$ cat src/sv/dapm_pkg.sv
`timescale 1ns / 1ps

package dapm_pkg;

	// Field widths
	localparam int POSITION_WIDTH   = 32;
	localparam int GAIN_FRAC_BITS   = 8;
	localparam int GAIN_WIDTH       = 12;
	localparam int LIMIT_WIDTH      = 8;
	localparam int DIRECT_WIDTH     = 9;
	localparam int FUNC_WIDTH       = 2;
	localparam int AXIS_DRIVE_WIDTH = LIMIT_WIDTH + 1;
	localparam int DRIVE_WIDTH      = AXIS_DRIVE_WIDTH + 1;

	// Configuration port
	localparam int CFG_INDEX_WIDTH = 3;
	localparam int CFG_DATA_WIDTH  = GAIN_WIDTH;

	// Stream payloads, packed from bit 0 and padded to whole bytes
	localparam int S_FIELDS_WIDTH = 2 * DIRECT_WIDTH + 4 * POSITION_WIDTH;
	localparam int S_TDATA_WIDTH  = ((S_FIELDS_WIDTH + 7) / 8) * 8;
	localparam int M_FIELDS_WIDTH = 2 * DRIVE_WIDTH;
	localparam int M_TDATA_WIDTH  = ((M_FIELDS_WIDTH + 7) / 8) * 8;

	// Mode codes; the spare code runs the closed loop like polar
	typedef enum logic [FUNC_WIDTH-1:0] {
		FUNC_STOP   = 2'd0,
		FUNC_DIRECT = 2'd1,
		FUNC_POLAR  = 2'd2
	} func_t;

	typedef enum logic [CFG_INDEX_WIDTH-1:0] {
		REG_KP_DISTANCE    = 3'd0,
		REG_KD_DISTANCE    = 3'd1,
		REG_KP_ROTATION    = 3'd2,
		REG_KD_ROTATION    = 3'd3,
		REG_LIMIT_DISTANCE = 3'd4,
		REG_LIMIT_ROTATION = 3'd5,
		REG_ENABLE_DIST    = 3'd6,
		REG_ENABLE_ROT     = 3'd7
	} cfg_reg_t;

	// Per-axis settings handed to the PD unit
	typedef struct packed {
		logic [GAIN_WIDTH-1:0]  kp;
		logic [GAIN_WIDTH-1:0]  kd;
		logic [LIMIT_WIDTH-1:0] limit;
		logic                   enable;
	} axis_cfg_t;

endpackage

$ cat src/sv/dapm_axis.sv
`timescale 1ns / 1ps

// PD law on one axis: (kp*e + kd*(e - e_prev)) / 2^F, truncated toward zero,
// zeroed when disabled, clamped to +-limit.
module dapm_axis (
	input  logic signed [dapm_pkg::POSITION_WIDTH-1:0]   err,
	input  logic signed [dapm_pkg::POSITION_WIDTH-1:0]   prev,
	input  dapm_pkg::axis_cfg_t                          cfg,
	output logic signed [dapm_pkg::AXIS_DRIVE_WIDTH-1:0] drive
);

	localparam int PW     = dapm_pkg::POSITION_WIDTH;
	localparam int FRAC   = dapm_pkg::GAIN_FRAC_BITS;
	localparam int PROD_W = PW + dapm_pkg::GAIN_WIDTH + 1;
	localparam int SUM_W  = PROD_W + 1;
	localparam int Q_W    = SUM_W - FRAC;
	localparam int DW     = dapm_pkg::AXIS_DRIVE_WIDTH;

	logic signed [PW-1:0]     diff;
	logic signed [PROD_W-1:0] p_term;
	logic signed [PROD_W-1:0] d_term;
	logic signed [SUM_W-1:0]  sum;
	logic signed [SUM_W-1:0]  biased;
	logic signed [Q_W-1:0]    q;
	logic signed [Q_W-1:0]    lim_pos;
	logic signed [Q_W-1:0]    lim_neg;

	// error change wraps at the position width
	assign diff   = err - prev;
	assign p_term = PROD_W'(err) * PROD_W'($signed({1'b0, cfg.kp}));
	assign d_term = PROD_W'(diff) * PROD_W'($signed({1'b0, cfg.kd}));
	assign sum    = SUM_W'(p_term) + SUM_W'(d_term);

	// bias negatives so the arithmetic shift rounds toward zero
	assign biased = sum[SUM_W-1] ? sum + SUM_W'((1 << FRAC) - 1) : sum;
	assign q      = Q_W'(biased >>> FRAC);

	assign lim_pos = Q_W'(cfg.limit);
	assign lim_neg = -lim_pos;

	always_comb begin
		priority if (!cfg.enable) begin
			drive = '0;
		end else if (q > lim_pos) begin
			drive = DW'(lim_pos);
		end else if (q < lim_neg) begin
			drive = DW'(lim_neg);
		end else begin
			drive = DW'(q);
		end
	end

endmodule

$ cat src/sv/dual_axis_pd_motor_mixer_top.sv
`timescale 1ns / 1ps

// Dual-axis PD motor mixer for a differential-drive base. Each request on the
// slave stream is one control tick and yields exactly one request on the master
// stream. Mode (tuser) stop drives both motors with zero, direct passes the two
// direct values through, and polar (or the spare code) runs a PD law on the
// distance and rotation errors, then mixes them into left = d + r and
// right = d - r. Previous errors are updated only by closed-loop ticks, also
// when an axis is disabled. A request goes from one input register to one
// result register that offers it; a new request is taken every cycle while
// the master stream does not stall. Between the two registers the four 32x13
// multiplies with their add, round and clamp are combinational. The stored
// errors are written as an item enters the result register, for the next one.
// Write configuration only while the block holds no request.
module dual_axis_pd_motor_mixer_top (
	input  logic                                  clk,
	input  logic                                  arst_n,
	// configuration write port
	input  logic                                  cfg_we,
	input  logic [dapm_pkg::CFG_INDEX_WIDTH-1:0]  cfg_index,
	input  logic [dapm_pkg::CFG_DATA_WIDTH-1:0]   cfg_data,
	// slave stream
	input  logic                                  s_axis_tvalid,
	output logic                                  s_axis_tready,
	// direct_left, direct_right, target_distance, measured_distance,
	// target_rotation, measured_rotation, zero pad
	input  logic [dapm_pkg::S_TDATA_WIDTH-1:0]    s_axis_tdata,
	// func
	input  logic [dapm_pkg::FUNC_WIDTH-1:0]       s_axis_tuser,
	// master stream
	output logic                                  m_axis_tvalid,
	input  logic                                  m_axis_tready,
	// drive_left, drive_right, zero pad
	output logic [dapm_pkg::M_TDATA_WIDTH-1:0]    m_axis_tdata
);

	localparam int PW = dapm_pkg::POSITION_WIDTH;
	localparam int DI = dapm_pkg::DIRECT_WIDTH;
	localparam int DW = dapm_pkg::DRIVE_WIDTH;
	localparam int AW = dapm_pkg::AXIS_DRIVE_WIDTH;
	localparam int GW = dapm_pkg::GAIN_WIDTH;
	localparam int LW = dapm_pkg::LIMIT_WIDTH;

	// bit offsets within slave tdata
	localparam int OFS_DR = DI;
	localparam int OFS_TD = 2 * DI;
	localparam int OFS_MD = OFS_TD + PW;
	localparam int OFS_TR = OFS_MD + PW;
	localparam int OFS_MR = OFS_TR + PW;

	// Configuration registers
	logic [GW-1:0] kp_dist_q, kd_dist_q, kp_rot_q, kd_rot_q;
	logic [LW-1:0] limit_dist_q, limit_rot_q;
	logic          en_dist_q, en_rot_q;

	// Stored errors from the last closed-loop tick
	logic signed [PW-1:0] last_dist_err_q, last_rot_err_q;

	// Input register
	logic                                valid_s1;
	logic [dapm_pkg::FUNC_WIDTH-1:0]     func_s1;
	logic signed [DI-1:0]                dl_s1, dr_s1;
	logic signed [PW-1:0]                td_s1, md_s1, tr_s1, mr_s1;

	// Result register
	logic                                valid_s2;
	logic signed [DW-1:0]                left_s2, right_s2;

	logic                                advance;
	logic                                is_stop, is_direct, is_loop;
	logic signed [PW-1:0]                err_dist, err_rot;
	logic signed [AW-1:0]                drive_dist, drive_rot;
	logic signed [DW-1:0]                left_d, right_d;
	dapm_pkg::axis_cfg_t                 cfg_dist, cfg_rot;

	// Configuration writes
	always_ff @(posedge clk or negedge arst_n) begin
		if (!arst_n) begin
			kp_dist_q    <= '0;
			kd_dist_q    <= '0;
			kp_rot_q     <= '0;
			kd_rot_q     <= '0;
			limit_dist_q <= LW'(127);
			limit_rot_q  <= LW'(50);
			en_dist_q    <= 1'b1;
			en_rot_q     <= 1'b1;
		end else if (cfg_we) begin
			unique case (dapm_pkg::cfg_reg_t'(cfg_index))
				dapm_pkg::REG_KP_DISTANCE:    kp_dist_q    <= cfg_data[GW-1:0];
				dapm_pkg::REG_KD_DISTANCE:    kd_dist_q    <= cfg_data[GW-1:0];
				dapm_pkg::REG_KP_ROTATION:    kp_rot_q     <= cfg_data[GW-1:0];
				dapm_pkg::REG_KD_ROTATION:    kd_rot_q     <= cfg_data[GW-1:0];
				dapm_pkg::REG_LIMIT_DISTANCE: limit_dist_q <= cfg_data[LW-1:0];
				dapm_pkg::REG_LIMIT_ROTATION: limit_rot_q  <= cfg_data[LW-1:0];
				dapm_pkg::REG_ENABLE_DIST:    en_dist_q    <= cfg_data[0];
				dapm_pkg::REG_ENABLE_ROT:     en_rot_q     <= cfg_data[0];
				default: ;
			endcase
		end
	end

	// Advance the input register whenever the result register is free or
	// being drained; take a new request in the same cycle.
	assign advance       = valid_s1 && (!valid_s2 || m_axis_tready);
	assign s_axis_tready = !valid_s1 || advance;

	always_ff @(posedge clk or negedge arst_n) begin
		if (!arst_n) begin
			valid_s1 <= 1'b0;
		end else if (s_axis_tready) begin
			valid_s1 <= s_axis_tvalid;
		end
	end

	// payload: no reset needed
	always_ff @(posedge clk) begin
		if (s_axis_tvalid && s_axis_tready) begin
			func_s1 <= s_axis_tuser;
			dl_s1   <= s_axis_tdata[DI-1:0];
			dr_s1   <= s_axis_tdata[OFS_DR +: DI];
			td_s1   <= s_axis_tdata[OFS_TD +: PW];
			md_s1   <= s_axis_tdata[OFS_MD +: PW];
			tr_s1   <= s_axis_tdata[OFS_TR +: PW];
			mr_s1   <= s_axis_tdata[OFS_MR +: PW];
		end
	end

	// Mode decode; anything other than stop or direct is closed loop
	assign is_stop   = (func_s1 == dapm_pkg::FUNC_STOP);
	assign is_direct = (func_s1 == dapm_pkg::FUNC_DIRECT);
	assign is_loop   = !is_stop && !is_direct;

	// Errors wrap at the position width
	assign err_dist = td_s1 - md_s1;
	assign err_rot  = tr_s1 - mr_s1;

	assign cfg_dist = '{kp: kp_dist_q, kd: kd_dist_q, limit: limit_dist_q, enable: en_dist_q};
	assign cfg_rot  = '{kp: kp_rot_q, kd: kd_rot_q, limit: limit_rot_q, enable: en_rot_q};

	dapm_axis u_axis_dist (
		.err   (err_dist),
		.prev  (last_dist_err_q),
		.cfg   (cfg_dist),
		.drive (drive_dist)
	);

	dapm_axis u_axis_rot (
		.err   (err_rot),
		.prev  (last_rot_err_q),
		.cfg   (cfg_rot),
		.drive (drive_rot)
	);

	// Select the drive pair for this tick
	always_comb begin
		priority if (is_stop) begin
			left_d  = '0;
			right_d = '0;
		end else if (is_direct) begin
			left_d  = DW'(dl_s1);
			right_d = DW'(dr_s1);
		end else begin
			left_d  = DW'(drive_dist) + DW'(drive_rot);
			right_d = DW'(drive_dist) - DW'(drive_rot);
		end
	end

	// Result register valid and stored errors
	always_ff @(posedge clk or negedge arst_n) begin
		if (!arst_n) begin
			valid_s2        <= 1'b0;
			last_dist_err_q <= '0;
			last_rot_err_q  <= '0;
		end else begin
			if (advance) begin
				valid_s2 <= 1'b1;
			end else if (m_axis_tready) begin
				valid_s2 <= 1'b0;
			end
			// closed-loop ticks only, even with an axis disabled
			if (advance && is_loop) begin
				last_dist_err_q <= err_dist;
				last_rot_err_q  <= err_rot;
			end
		end
	end

	always_ff @(posedge clk) begin
		if (advance) begin
			left_s2  <= left_d;
			right_s2 <= right_d;
		end
	end

	assign m_axis_tvalid = valid_s2;
	assign m_axis_tdata  = dapm_pkg::M_TDATA_WIDTH'({right_s2, left_s2});

	// A free result register never holds back the input side
	a_ready_when_empty: assert property (@(posedge clk) disable iff (!arst_n)
		!valid_s2 |-> s_axis_tready)
		else $error("input stalled with empty result register");

	// Stop ticks give zero drive on both motors
	a_stop_zero: assert property (@(posedge clk) disable iff (!arst_n)
		advance && is_stop |=> (left_s2 == '0) && (right_s2 == '0))
		else $error("stop tick gave non-zero drive");

	// Stop and direct ticks leave the stored errors alone
	a_state_hold: assert property (@(posedge clk) disable iff (!arst_n)
		advance && !is_loop |=> $stable(last_dist_err_q) && $stable(last_rot_err_q))
		else $error("stored error changed outside closed loop");

	// Both axes disabled: closed-loop ticks drive nothing
	a_disabled_zero: assert property (@(posedge clk) disable iff (!arst_n)
		advance && is_loop && !en_dist_q && !en_rot_q
		|=> (left_s2 == '0) && (right_s2 == '0))
		else $error("disabled axes gave non-zero drive");

	// The mix is symmetric: left + right is twice the distance drive, so even
	a_mix_even: assert property (@(posedge clk) disable iff (!arst_n)
		advance && is_loop |=> ((left_s2[0] ^ right_s2[0]) == 1'b0))
		else $error("left and right drive parity mismatch");

endmodule
$ cat config.mk
export PLATFORM = sky130hd
export DESIGN_NAME = dual_axis_pd_motor_mixer_top
export DESIGN_NICKNAME = d
export VERILOG_FILES = /design/src/sv/dapm_pkg.sv /design/src/sv/dapm_axis.sv /design/src/sv/dual_axis_pd_motor_mixer_top.sv
export SDC_FILE = /design/constraint.sdc
export NUM_CORES = 2
export LEC_CHECK = 0
export ABC_AREA = 1
export BUFFER_PORTS_ARGS = -buffer_cell sky130_fd_sc_hd__buf_2
export CAP_MARGIN = 30
export CELL_PAD_IN_SITES_DETAIL_PLACEMENT = 0
export CELL_PAD_IN_SITES_GLOBAL_PLACEMENT = 1
export CORE_MARGIN = 5
export CORE_UTILIZATION = 50
export DETAILED_ROUTE_END_ITERATION = 8
export PLACE_DENSITY = 0.88
export SETUP_SLACK_MARGIN = 0.4
export SYNTH_ARGS = -nofsm -noshare
export SYNTH_HDL_FRONTEND = slang
export SYNTH_SLANG_ARGS = --single-unit
$ cat constraint.sdc
create_clock -name clk -period 18.4 [get_ports clk]
set_clock_uncertainty 0.15 [all_clocks]
set_input_delay 2.76 -clock clk [delete_from_list [all_inputs] [get_ports clk]]
set_output_delay 2.76 -clock clk [all_outputs]
set_load 0.02 [all_outputs]
After elaboration in Yosys (flattened, before gate mapping)
Index checks and enable logic that the tools add are counted.
{ "totals": {"mem_bits_rw": 0, "mem_bits_ro": 0, "wordCells": 82, "inputBits": 174, "register_bits": 300, "latch_bits": 0, "mem_count": 0, "output_inout_bits": 26} }
{ "classes": {"div_mod_pow": 0, "mul": 4, "add_sub_neg": 12, "eq_ne": 8, "n_mux": 12, "reduce_logical": 21, "shift": 0, "n_bitwise": 0, "n_lt_le_gt_ge": 4} }
{ "op_table": {"columns": ["cell", "n"], "rows": [
  ["32-bit by 13-bit multiplier with 45-bit output", 4],
  ["32-bit subtractor", 4],
  ["45-bit by 45-bit adder with 46-bit output", 2],
  ["46-bit by 9-bit adder with 46-bit output, second input constant", 2],
  ["46-bit two-way mux", 2],
  ["38-bit by 9-bit > comparator with 1-bit output", 2],
  ["38-bit < comparator", 2],
  ["8-bit negation with 38-bit output", 2],
  ["9-bit two-way mux", 6],
  ["10-bit two-way mux", 2],
  ["2-bit AND reduction", 8],
  ["3-bit equality test, second input constant", 4],
  ["9-bit by 9-bit adder with 10-bit output", 1],
  ["9-bit by 9-bit subtractor with 10-bit output", 1],
  ["3-bit by 2-bit equality test with 1-bit output, second input constant", 2],
  ["1-bit logical AND", 4],
  ["1-bit logical NOT", 4],
  ["3-bit by 1-bit equality test with 1-bit output, second input constant", 1],
  ["3-bit logical NOT", 1],
  ["2-bit by 1-bit equality test with 1-bit output, second input constant", 1],
  ["2-bit logical NOT", 1],
  ["1-bit logical OR", 2],
  ["1-bit two-way mux", 2],
  ["2-bit nonzero test", 1]
]} }

Logic depth before layout (Yosys ltp)
{ "depth": {"ltp_word": 12, "depth_mapped": 95} }

By module
From an unflattened synthesis, not the netlist that was laid out.
{ "unflattened": {"cells_unflattened": 10932, "hier_area_um2": 81762.2} }
{ "modules_own_cells": {"columns": ["mod", "seq_area_each_um2", "instances", "cells_each", "area_each_um2"], "rows": [
  ["dapm_axis (u_axis_dist)", 0.0, 1, 4597, 33304.4],
  ["dapm_axis (u_axis_rot)", 0.0, 1, 4409, 32477.4],
  ["dual_axis_pd_motor_mixer_top", 8363.0, 1, 1926, 15980.3]
]} }

Worst setup path before layout
Ideal clock, no wire load.
{ "synth_path": {"path_kind": "reg2reg", "startpoint": "register tr_s1[0]", "endpoint": "register right_s2[9] (data pin)", "arrival_ns": 13.808, "synth_period_minus_slack_ns": 14.220, "setup_ns": 0.262, "path_slack_ns": 4.180, "path_stages_with_launch": 82, "required_ns": 17.988, "cell_sequence": "edfxtp_1 > inv_1 > ha_1 > inv_1 > fa_1 > nand3_1 > nand2_1 > a21oi_1 > o21ai_2 > a21boi_2 > o21ai_2 > a21boi_1 > o21ai_0 > a21boi_1 > o21ai_2 > a21boi_1 > xor2_1 > inv_2 > [... 46 more ...] > nand2_1 > inv_1 > clkbuf_1 > nand2_1 > o21ai_0 > nand2_2 > nand2_1 > nor2_1 > ha_1 > inv_1 > nand3_1 > and2_1 > o31ai_1 > nand3_1 > a21oi_1 > nor3_1 > nor2_1 > o21ai_0"} }
{ "synth_via": {"elab_chain_len": 12} }
{ "synth_rtl": {"columns": ["element", "line", "rtl"], "rows": [
  ["from (decl)", "dual_axis_pd_motor_mixer_top.sv:63", "logic signed [PW-1:0] td_s1, md_s1, tr_s1, mr_s1;"],
  ["from (signal assigned)", "dual_axis_pd_motor_mixer_top.sv:123", "tr_s1 <= s_axis_tdata[OFS_TR +: PW];"],
  ["32-bit subtractor *", "dual_axis_pd_motor_mixer_top.sv:135", "assign err_rot = tr_s1 - mr_s1;"],
  ["named net err_rot[24]", "dual_axis_pd_motor_mixer_top.sv:71", "logic signed [PW-1:0] err_dist, err_rot;"],
  ["32-bit subtractor", "dapm_axis.sv:29", "assign diff = err - prev;"],
  ["32-bit by 13-bit multiplier with 45-bit output", "dapm_axis.sv:31", "assign d_term = PROD_W'(diff) * PROD_W'($signed({1'b0, cfg.kd}));"],
  ["45-bit by 45-bit adder with 46-bit output *", "dapm_axis.sv:32", "assign sum = SUM_W'(p_term) + SUM_W'(d_term);"],
  ["46-bit by 9-bit adder with 46-bit output", "dapm_axis.sv:35", "assign biased = sum[SUM_W-1] ? sum + SUM_W'((1 << FRAC) - 1) : sum;"],
  ["46-bit two-way mux *", "dapm_axis.sv:35", null],
  ["38-bit < comparator", "dapm_axis.sv:46", "end else if (q < lim_neg) begin"],
  ["9-bit two-way mux", "dapm_axis.sv:46", null],
  ["9-bit two-way mux *", "dapm_axis.sv:44", "end else if (q > lim_pos) begin"],
  ["9-bit two-way mux *", "dapm_axis.sv:42", "priority if (!cfg.enable) begin"],
  ["9-bit by 9-bit subtractor with 10-bit output *", "dual_axis_pd_motor_mixer_top.sv:164", "right_d = DW'(drive_dist) - DW'(drive_rot);"],
  ["10-bit two-way mux *", "dual_axis_pd_motor_mixer_top.sv:159", "end else if (is_direct) begin"],
  ["to (signal assigned)", "dual_axis_pd_motor_mixer_top.sv:191", "right_s2 <= right_d;"],
  ["to (decl)", "dual_axis_pd_motor_mixer_top.sv:67", "logic signed [DW-1:0] left_s2, right_s2;"]
]} }
The timed path passes the listed nets; every way through them passes the cells marked *.
A chain may end at the register's enable or synchronous reset.

Worst setup path in the final report
{ "layout_path": {"startpoint": "register td_s1[0]", "endpoint": "register left_s2[8] (data pin)"} }
{ "layout_via": {"elab_chain_len": 12} }
{ "layout_rtl": {"columns": ["element", "line", "rtl"], "rows": [
  ["from (decl)", "dual_axis_pd_motor_mixer_top.sv:63", null],
  ["from (signal assigned)", "dual_axis_pd_motor_mixer_top.sv:121", "td_s1 <= s_axis_tdata[OFS_TD +: PW];"],
  ["32-bit subtractor *", "dual_axis_pd_motor_mixer_top.sv:134", "assign err_dist = td_s1 - md_s1;"],
  ["named net err_dist[28]", "dual_axis_pd_motor_mixer_top.sv:71", null],
  ["32-bit subtractor", "dapm_axis.sv:29", null],
  ["32-bit by 13-bit multiplier with 45-bit output", "dapm_axis.sv:31", null],
  ["45-bit by 45-bit adder with 46-bit output *", "dapm_axis.sv:32", null],
  ["46-bit by 9-bit adder with 46-bit output", "dapm_axis.sv:35", null],
  ["46-bit two-way mux *", "dapm_axis.sv:35", null],
  ["38-bit < comparator", "dapm_axis.sv:46", null],
  ["9-bit two-way mux", "dapm_axis.sv:46", null],
  ["9-bit two-way mux *", "dapm_axis.sv:44", null],
  ["9-bit two-way mux *", "dapm_axis.sv:42", null],
  ["9-bit by 9-bit adder with 10-bit output *", "dual_axis_pd_motor_mixer_top.sv:163", "left_d = DW'(drive_dist) + DW'(drive_rot);"],
  ["10-bit two-way mux *", "dual_axis_pd_motor_mixer_top.sv:159", null],
  ["to (signal assigned)", "dual_axis_pd_motor_mixer_top.sv:190", "left_s2 <= left_d;"],
  ["to (decl)", "dual_axis_pd_motor_mixer_top.sv:67", null]
]} }
Marks and branches as above.

==> flow_summary.html <==
<table>
<tr><th>Metric</th><th>Value</th></tr>
<tr><th colspan="2">Critical path</th></tr>
<tr><td>Worst setup startpoint</td><td>td_s1[0]</td></tr>
<tr><td>Endpoint of the worst-slack reg-to-reg timing path</td><td>left_s2[8]</td></tr>
<tr><td>Critical path depth</td><td>81</td></tr>
<tr><td>Largest stage delay on the critical path</td><td>0.58 ns</td></tr>
<tr><td>Sort of element at the start of the critical path</td><td>register</td></tr>
<tr><td>Arrival time reported for the critical path endpoint</td><td>16.93 ns</td></tr>
<tr><td>Maximum fanout along the worst path</td><td>12</td></tr>
<tr><td>Flop-to-flop setup slack</td><td>1.67 ns</td></tr>
<tr><td>Bufs and invs on worst path</td><td>12</td></tr>
<tr><td>Family with the most delay on the worst path</td><td>simple AND/OR/NAND/NOR gates</td></tr>
<tr><td>Reg2Reg Launch Point</td><td>td_s1[0]</td></tr>
<tr><td>Setup Crit Path Kind</td><td>register to register</td></tr>
<tr><td>Critical Path End</td><td>left_s2[8]</td></tr>
<tr><td>Most common cell type on the critical path</td><td>sky130_fd_sc_hd__nand2_1</td></tr>
<tr><td>Critical path data required time</td><td>18.60 ns</td></tr>
<tr><td>Number of cells on the worst reg-to-reg path</td><td>81</td></tr>
<tr><td>CP endpoint kind</td><td>register</td></tr>
<tr><td>Critical-path top delay cell</td><td>sky130_fd_sc_hd__fa_1</td></tr>
<tr><th colspan="2">Final layout</th></tr>
<tr><td>Nets@finish</td><td>12500</td></tr>
<tr><td>Fill count</td><td>14900</td></tr>
<tr><td>Share of final-layout standard cells stronger than drive strength 1</td><td>6.27%</td></tr>
<tr><td>Synthesis-to-layout area growth</td><td>6.77%</td></tr>
<tr><td>Finished layout cell area</td><td>83800 um^2</td></tr>
<tr><th colspan="2">Logic synthesis</th></tr>
<tr><td>Async SR Flop Fraction</td><td>44.0%</td></tr>
<tr><td>Netlist area before placement</td><td>78500 um^2</td></tr>
<tr><td>Most frequently used flop master after synthesis</td><td>sky130_fd_sc_hd__edfxtp_1</td></tr>
<tr><td>Area share of the leading cell type in the synthesized netlist</td><td>39.5%</td></tr>
<tr><td>Biggest area consumer among synthesized cells</td><td>sky130_fd_sc_hd__fa_1</td></tr>
<tr><td>Portion of the post-synthesis area used by sequential elements</td><td>10.7%</td></tr>
<tr><td>Warning count from the yosys run</td><td>0</td></tr>
<tr><td>Distinct cell type count after synthesis</td><td>62</td></tr>
<tr><td>Cells after Synth</td><td>10100</td></tr>
<tr><td>Average cell area after synthesis</td><td>7.79 um^2</td></tr>
<tr><td>Number of enable flip-flop cells after synthesis</td><td>168</td></tr>
<tr><td>Post-synthesis sequential element count</td><td>300</td></tr>
<tr><td>Most area-consuming cells after synthesis</td><td>sky130_fd_sc_hd__fa_1 40%, sky130_fd_sc_hd__inv_1 13%, sky130_fd_sc_hd__nand2_1 11%</td></tr>
<tr><th colspan="2">Clock tree</th></tr>
<tr><td>CTS-repair resized insts</td><td>0</td></tr>
<tr><td>Num CTS Buffers</td><td>40</td></tr>
<tr><td>Count of buffers added by post-CTS timing repair for setup</td><td>0</td></tr>
<tr><td>Worst-skew pair later-pin latency</td><td>0.66 ns</td></tr>
<tr><td>H-tree depth reported by CTS</td><td>2</td></tr>
<tr><td>CTS sink count</td><td>300</td></tr>
<tr><td>Clock tree from TritonCTS</td><td>built</td></tr>
<tr><td>Root buf cell</td><td>sky130_fd_sc_hd__clkbuf_16</td></tr>
<tr><td>Hold buffer count at cts</td><td>0</td></tr>
<tr><td>Register clock-pin slew on the reported worst setup and hold paths</td><td>0.06 ns</td></tr>
<tr><td>Maximum buffer depth of the clock tree</td><td>3</td></tr>
<tr><th colspan="2">GRT</th></tr>
<tr><td>Global-route wire length before repair</td><td>384 mm</td></tr>
<tr><td>Largest net degree at the start of global routing</td><td>92</td></tr>
<tr><td>Final global-route overflow total</td><td>0</td></tr>
<tr><td>Total routing usage reported by global routing</td><td>30.3%</td></tr>
<tr><td>Met2 track demand over resource</td><td>52.5%</td></tr>
<tr><td>Met3 Track Usage GR</td><td>4.25%</td></tr>
<tr><td>Layer with the highest usage after global routing</td><td>met2</td></tr>
<tr><td>Met1 Usage GRT</td><td>36.3%</td></tr>
<tr><td>Vias in the first global route</td><td>69300</td></tr>
<tr><td>Number of antenna violations at the first check in global routing</td><td>7</td></tr>
<tr><th colspan="2">Floorplanning</th></tr>
<tr><td>Full die area</td><td>165000 um^2</td></tr>
<tr><td>Die Span Y</td><td>406 um</td></tr>
<tr><td>I/O pin count</td><td>200</td></tr>
<tr><td>Initial Utilization</td><td>50.2%</td></tr>
<tr><td>Number of rows in the core area</td><td>145</td></tr>
<tr><td>Total core area</td><td>156000 um^2</td></tr>
<tr><td>DIE WIDTH</td><td>406 um</td></tr>
<tr><th colspan="2">Worst hold path</th></tr>
<tr><td>Source of the worst hold timing path</td><td>last_dist_err_q[30]</td></tr>
<tr><td>Kind of path behind the tightest hold check</td><td>register to register</td></tr>
<tr><th colspan="2">Timing</th></tr>
<tr><td>Total Negative Setup Slacks</td><td>0 ns</td></tr>
<tr><td>Count of final max-slew check failures</td><td>0</td></tr>
<tr><td>Normalized max-slew margin</td><td>29.3%</td></tr>
<tr><td>Final period utilization</td><td>90.9%</td></tr>
<tr><td>Final hold violation count</td><td>0</td></tr>
<tr><td>Final-report setup violation count</td><td>0</td></tr>
<tr><td>Fin Hold WS</td><td>0.336 ns</td></tr>
<tr><td>Fmax</td><td>0.0598 GHz</td></tr>
<tr><td>Setup repair after global routing missed its margin</td><td>false</td></tr>
<tr><td>Minimum period implied by the final worst setup slack</td><td>16.73 ns</td></tr>
<tr><td>Minimum setup slack in the final design</td><td>1.67 ns</td></tr>
<tr><td>Transition time at the pin with the least slew margin</td><td>1.05 ns</td></tr>
<tr><th colspan="2">Route</th></tr>
<tr><td>Vias per std cell</td><td>5.23</td></tr>
<tr><td>Number of nets with antenna violations after routing</td><td>0</td></tr>
<tr><td>Residual DRC</td><td>0</td></tr>
<tr><td>Mean routed wirelength per cell</td><td>19.7 um</td></tr>
<tr><td>Routed vias</td><td>64600</td></tr>
<tr><td>DRC marker count from the first detailed-route iteration</td><td>4075</td></tr>
<tr><td>First drt pass iteration count</td><td>6</td></tr>
<tr><td>Total wire length after detailed routing</td><td>243 mm</td></tr>
<tr><th colspan="2">Placed design</th></tr>
<tr><td>Port Buf Inserts</td><td>189</td></tr>
<tr><td>Placement-stage worst setup slack</td><td>1.63 ns</td></tr>
<tr><td>Placer congestion estimate</td><td>0.966</td></tr>
<tr><td>Post-Place Cell Area</td><td>82300 um^2</td></tr>
<tr><td>Placed wire-length estimate</td><td>208 mm</td></tr>
<tr><th colspan="2">Outcome</th></tr>
<tr><td>Result of the run</td><td>complete, no violations</td></tr>
<tr><th colspan="2">Run</th></tr>
<tr><td>Max-cap violations</td><td>0</td></tr>
</table>
worst min-delay path, delay by kind of cell, from the launching register on:
family,cells,cell delay [ns]
flops,1,0.34
compound gates,1,0.06
simple gates,1,0.05
cells in the mapped netlist (9+ instances only):
master / instances
sky130_fd_sc_hd__inv_1: 2633
sky130_fd_sc_hd__nand2_1: 2276
sky130_fd_sc_hd__fa_1: 1550
sky130_fd_sc_hd__nor2_1: 1105
sky130_fd_sc_hd__ha_1: 568
sky130_fd_sc_hd__nand3_1: 300
sky130_fd_sc_hd__a21oi_1: 270
sky130_fd_sc_hd__o21ai_0: 226
sky130_fd_sc_hd__clkbuf_1: 190
sky130_fd_sc_hd__edfxtp_1: 168
sky130_fd_sc_hd__dfrtp_1: 120
sky130_fd_sc_hd__xor2_1: 87
sky130_fd_sc_hd__nand4_1: 71
sky130_fd_sc_hd__or2_2: 56
sky130_fd_sc_hd__nor3_1: 45
sky130_fd_sc_hd__nor2_2: 38
sky130_fd_sc_hd__xnor2_1: 36
sky130_fd_sc_hd__nand2_2: 34
sky130_fd_sc_hd__clkinv_1: 27
sky130_fd_sc_hd__inv_2: 26
sky130_fd_sc_hd__nand3b_1: 22
sky130_fd_sc_hd__nand3_2: 20
sky130_fd_sc_hd__o21bai_1: 18
sky130_fd_sc_hd__o21a_1: 17
sky130_fd_sc_hd__o21ai_1: 17
sky130_fd_sc_hd__nor2_4: 15
sky130_fd_sc_hd__dfstp_2: 12
sky130_fd_sc_hd__a21o_1: 10
sky130_fd_sc_hd__o31ai_1: 10
sky130_fd_sc_hd__a31oi_1: 9
flip-flops by register name, indices dropped and copies added (netlist names):
register,count
dl_s1,9
dr_s1,9
en_dist_q,1
en_rot_q,1
func_s1,2
kd_dist_q,12
kd_rot_q,12
kp_dist_q,12
kp_rot_q,12
last_dist_err_q,32
last_rot_err_q,32
left_s2,10
limit_dist_q,8
limit_rot_q,8
m_axis_tvalid,1
md_s1,32
mr_s1,32
right_s2,10
td_s1,32
tr_s1,32
valid_s1,1
cells in the final DEF, fill, tap and decap left out, drive strengths merged, types with 76 or more instances in the layout:
cell    instances
o21ai         249
ha            568
nand4          76
nand3         321
edfxtp        168
xor2           90
inv          2663
nand2        2314
dfrtp         120
buf           324
a21oi         274
fa           1550
nor2         1158
per-layer routing:
layer	up-vias	share of wire [%]
met5	-	0.014
met4	6	7.0
met3	647	6.2
met2	2154	48
met1	31900	39
li1	29800	-
worst min path at each step:
stage / end / slack (ns) / cells past startpoint
2_1_floorplan: last_rot_err_q[26] / 0.30 / 2
3_3_place_gp: last_rot_err_q[26] / 0.32 / 2
3_5_place_dp: last_rot_err_q[26] / 0.32 / 2
4_1_cts: last_rot_err_q[26] / 0.34 / 2
5_1_grt: last_rot_err_q[23] / 0.36 / 2
6_report: last_dist_err_q[30] / 0.34 / 2
logic make-up (layout without fill, tap and decap cells):
| kind of cell | after synthesis | count (layout) | share of synthesized area [%] |
|---|---|---|---|
| AOI/OAI and AO/OA | 628 | 628 | 4.42 |
| xor gates and xnor gates | 126 | 126 | 1.44 |
| adders and majority gates | 2118 | 2118 | 48.6 |
| buffers and inverters | 2890 | 3084 | 13.9 |
| DFF | 300 | 300 | 10.7 |
| other | 1 | 6 | 0.00478 |
| and+or+nand+nor | 4013 | 4013 | 21.0 |
per-stage QoR:
| stage | std cells | utilization, % |
|---|---|---|
| after floorplan | 10100 | - |
| after global placement | 12300 | 52.6 |
| after detailed placement | 12300 | 52.7 |
| after CTS | 12300 | 53.6 |
| after global routing | 12300 | 53.6 |
| final | 12300 | 53.6 |
layout make-up:
cell class	count	area [um^2]	share of cell area, %
inverter	2687	10100	12.1
antenna	2	5.00	0.00597
clock inverter	24	304	0.363
multi-input combinational	6889	59300	70.8
tap	2058	2570	3.07
timing repair buffer	324	2040	2.43
clock buffer	49	1080	1.29
sequential	300	8370	9.99
Power is left out: the tool's default activity adds up to more than one toggle a clock period on the data nets, which glitch-free logic cannot reach.
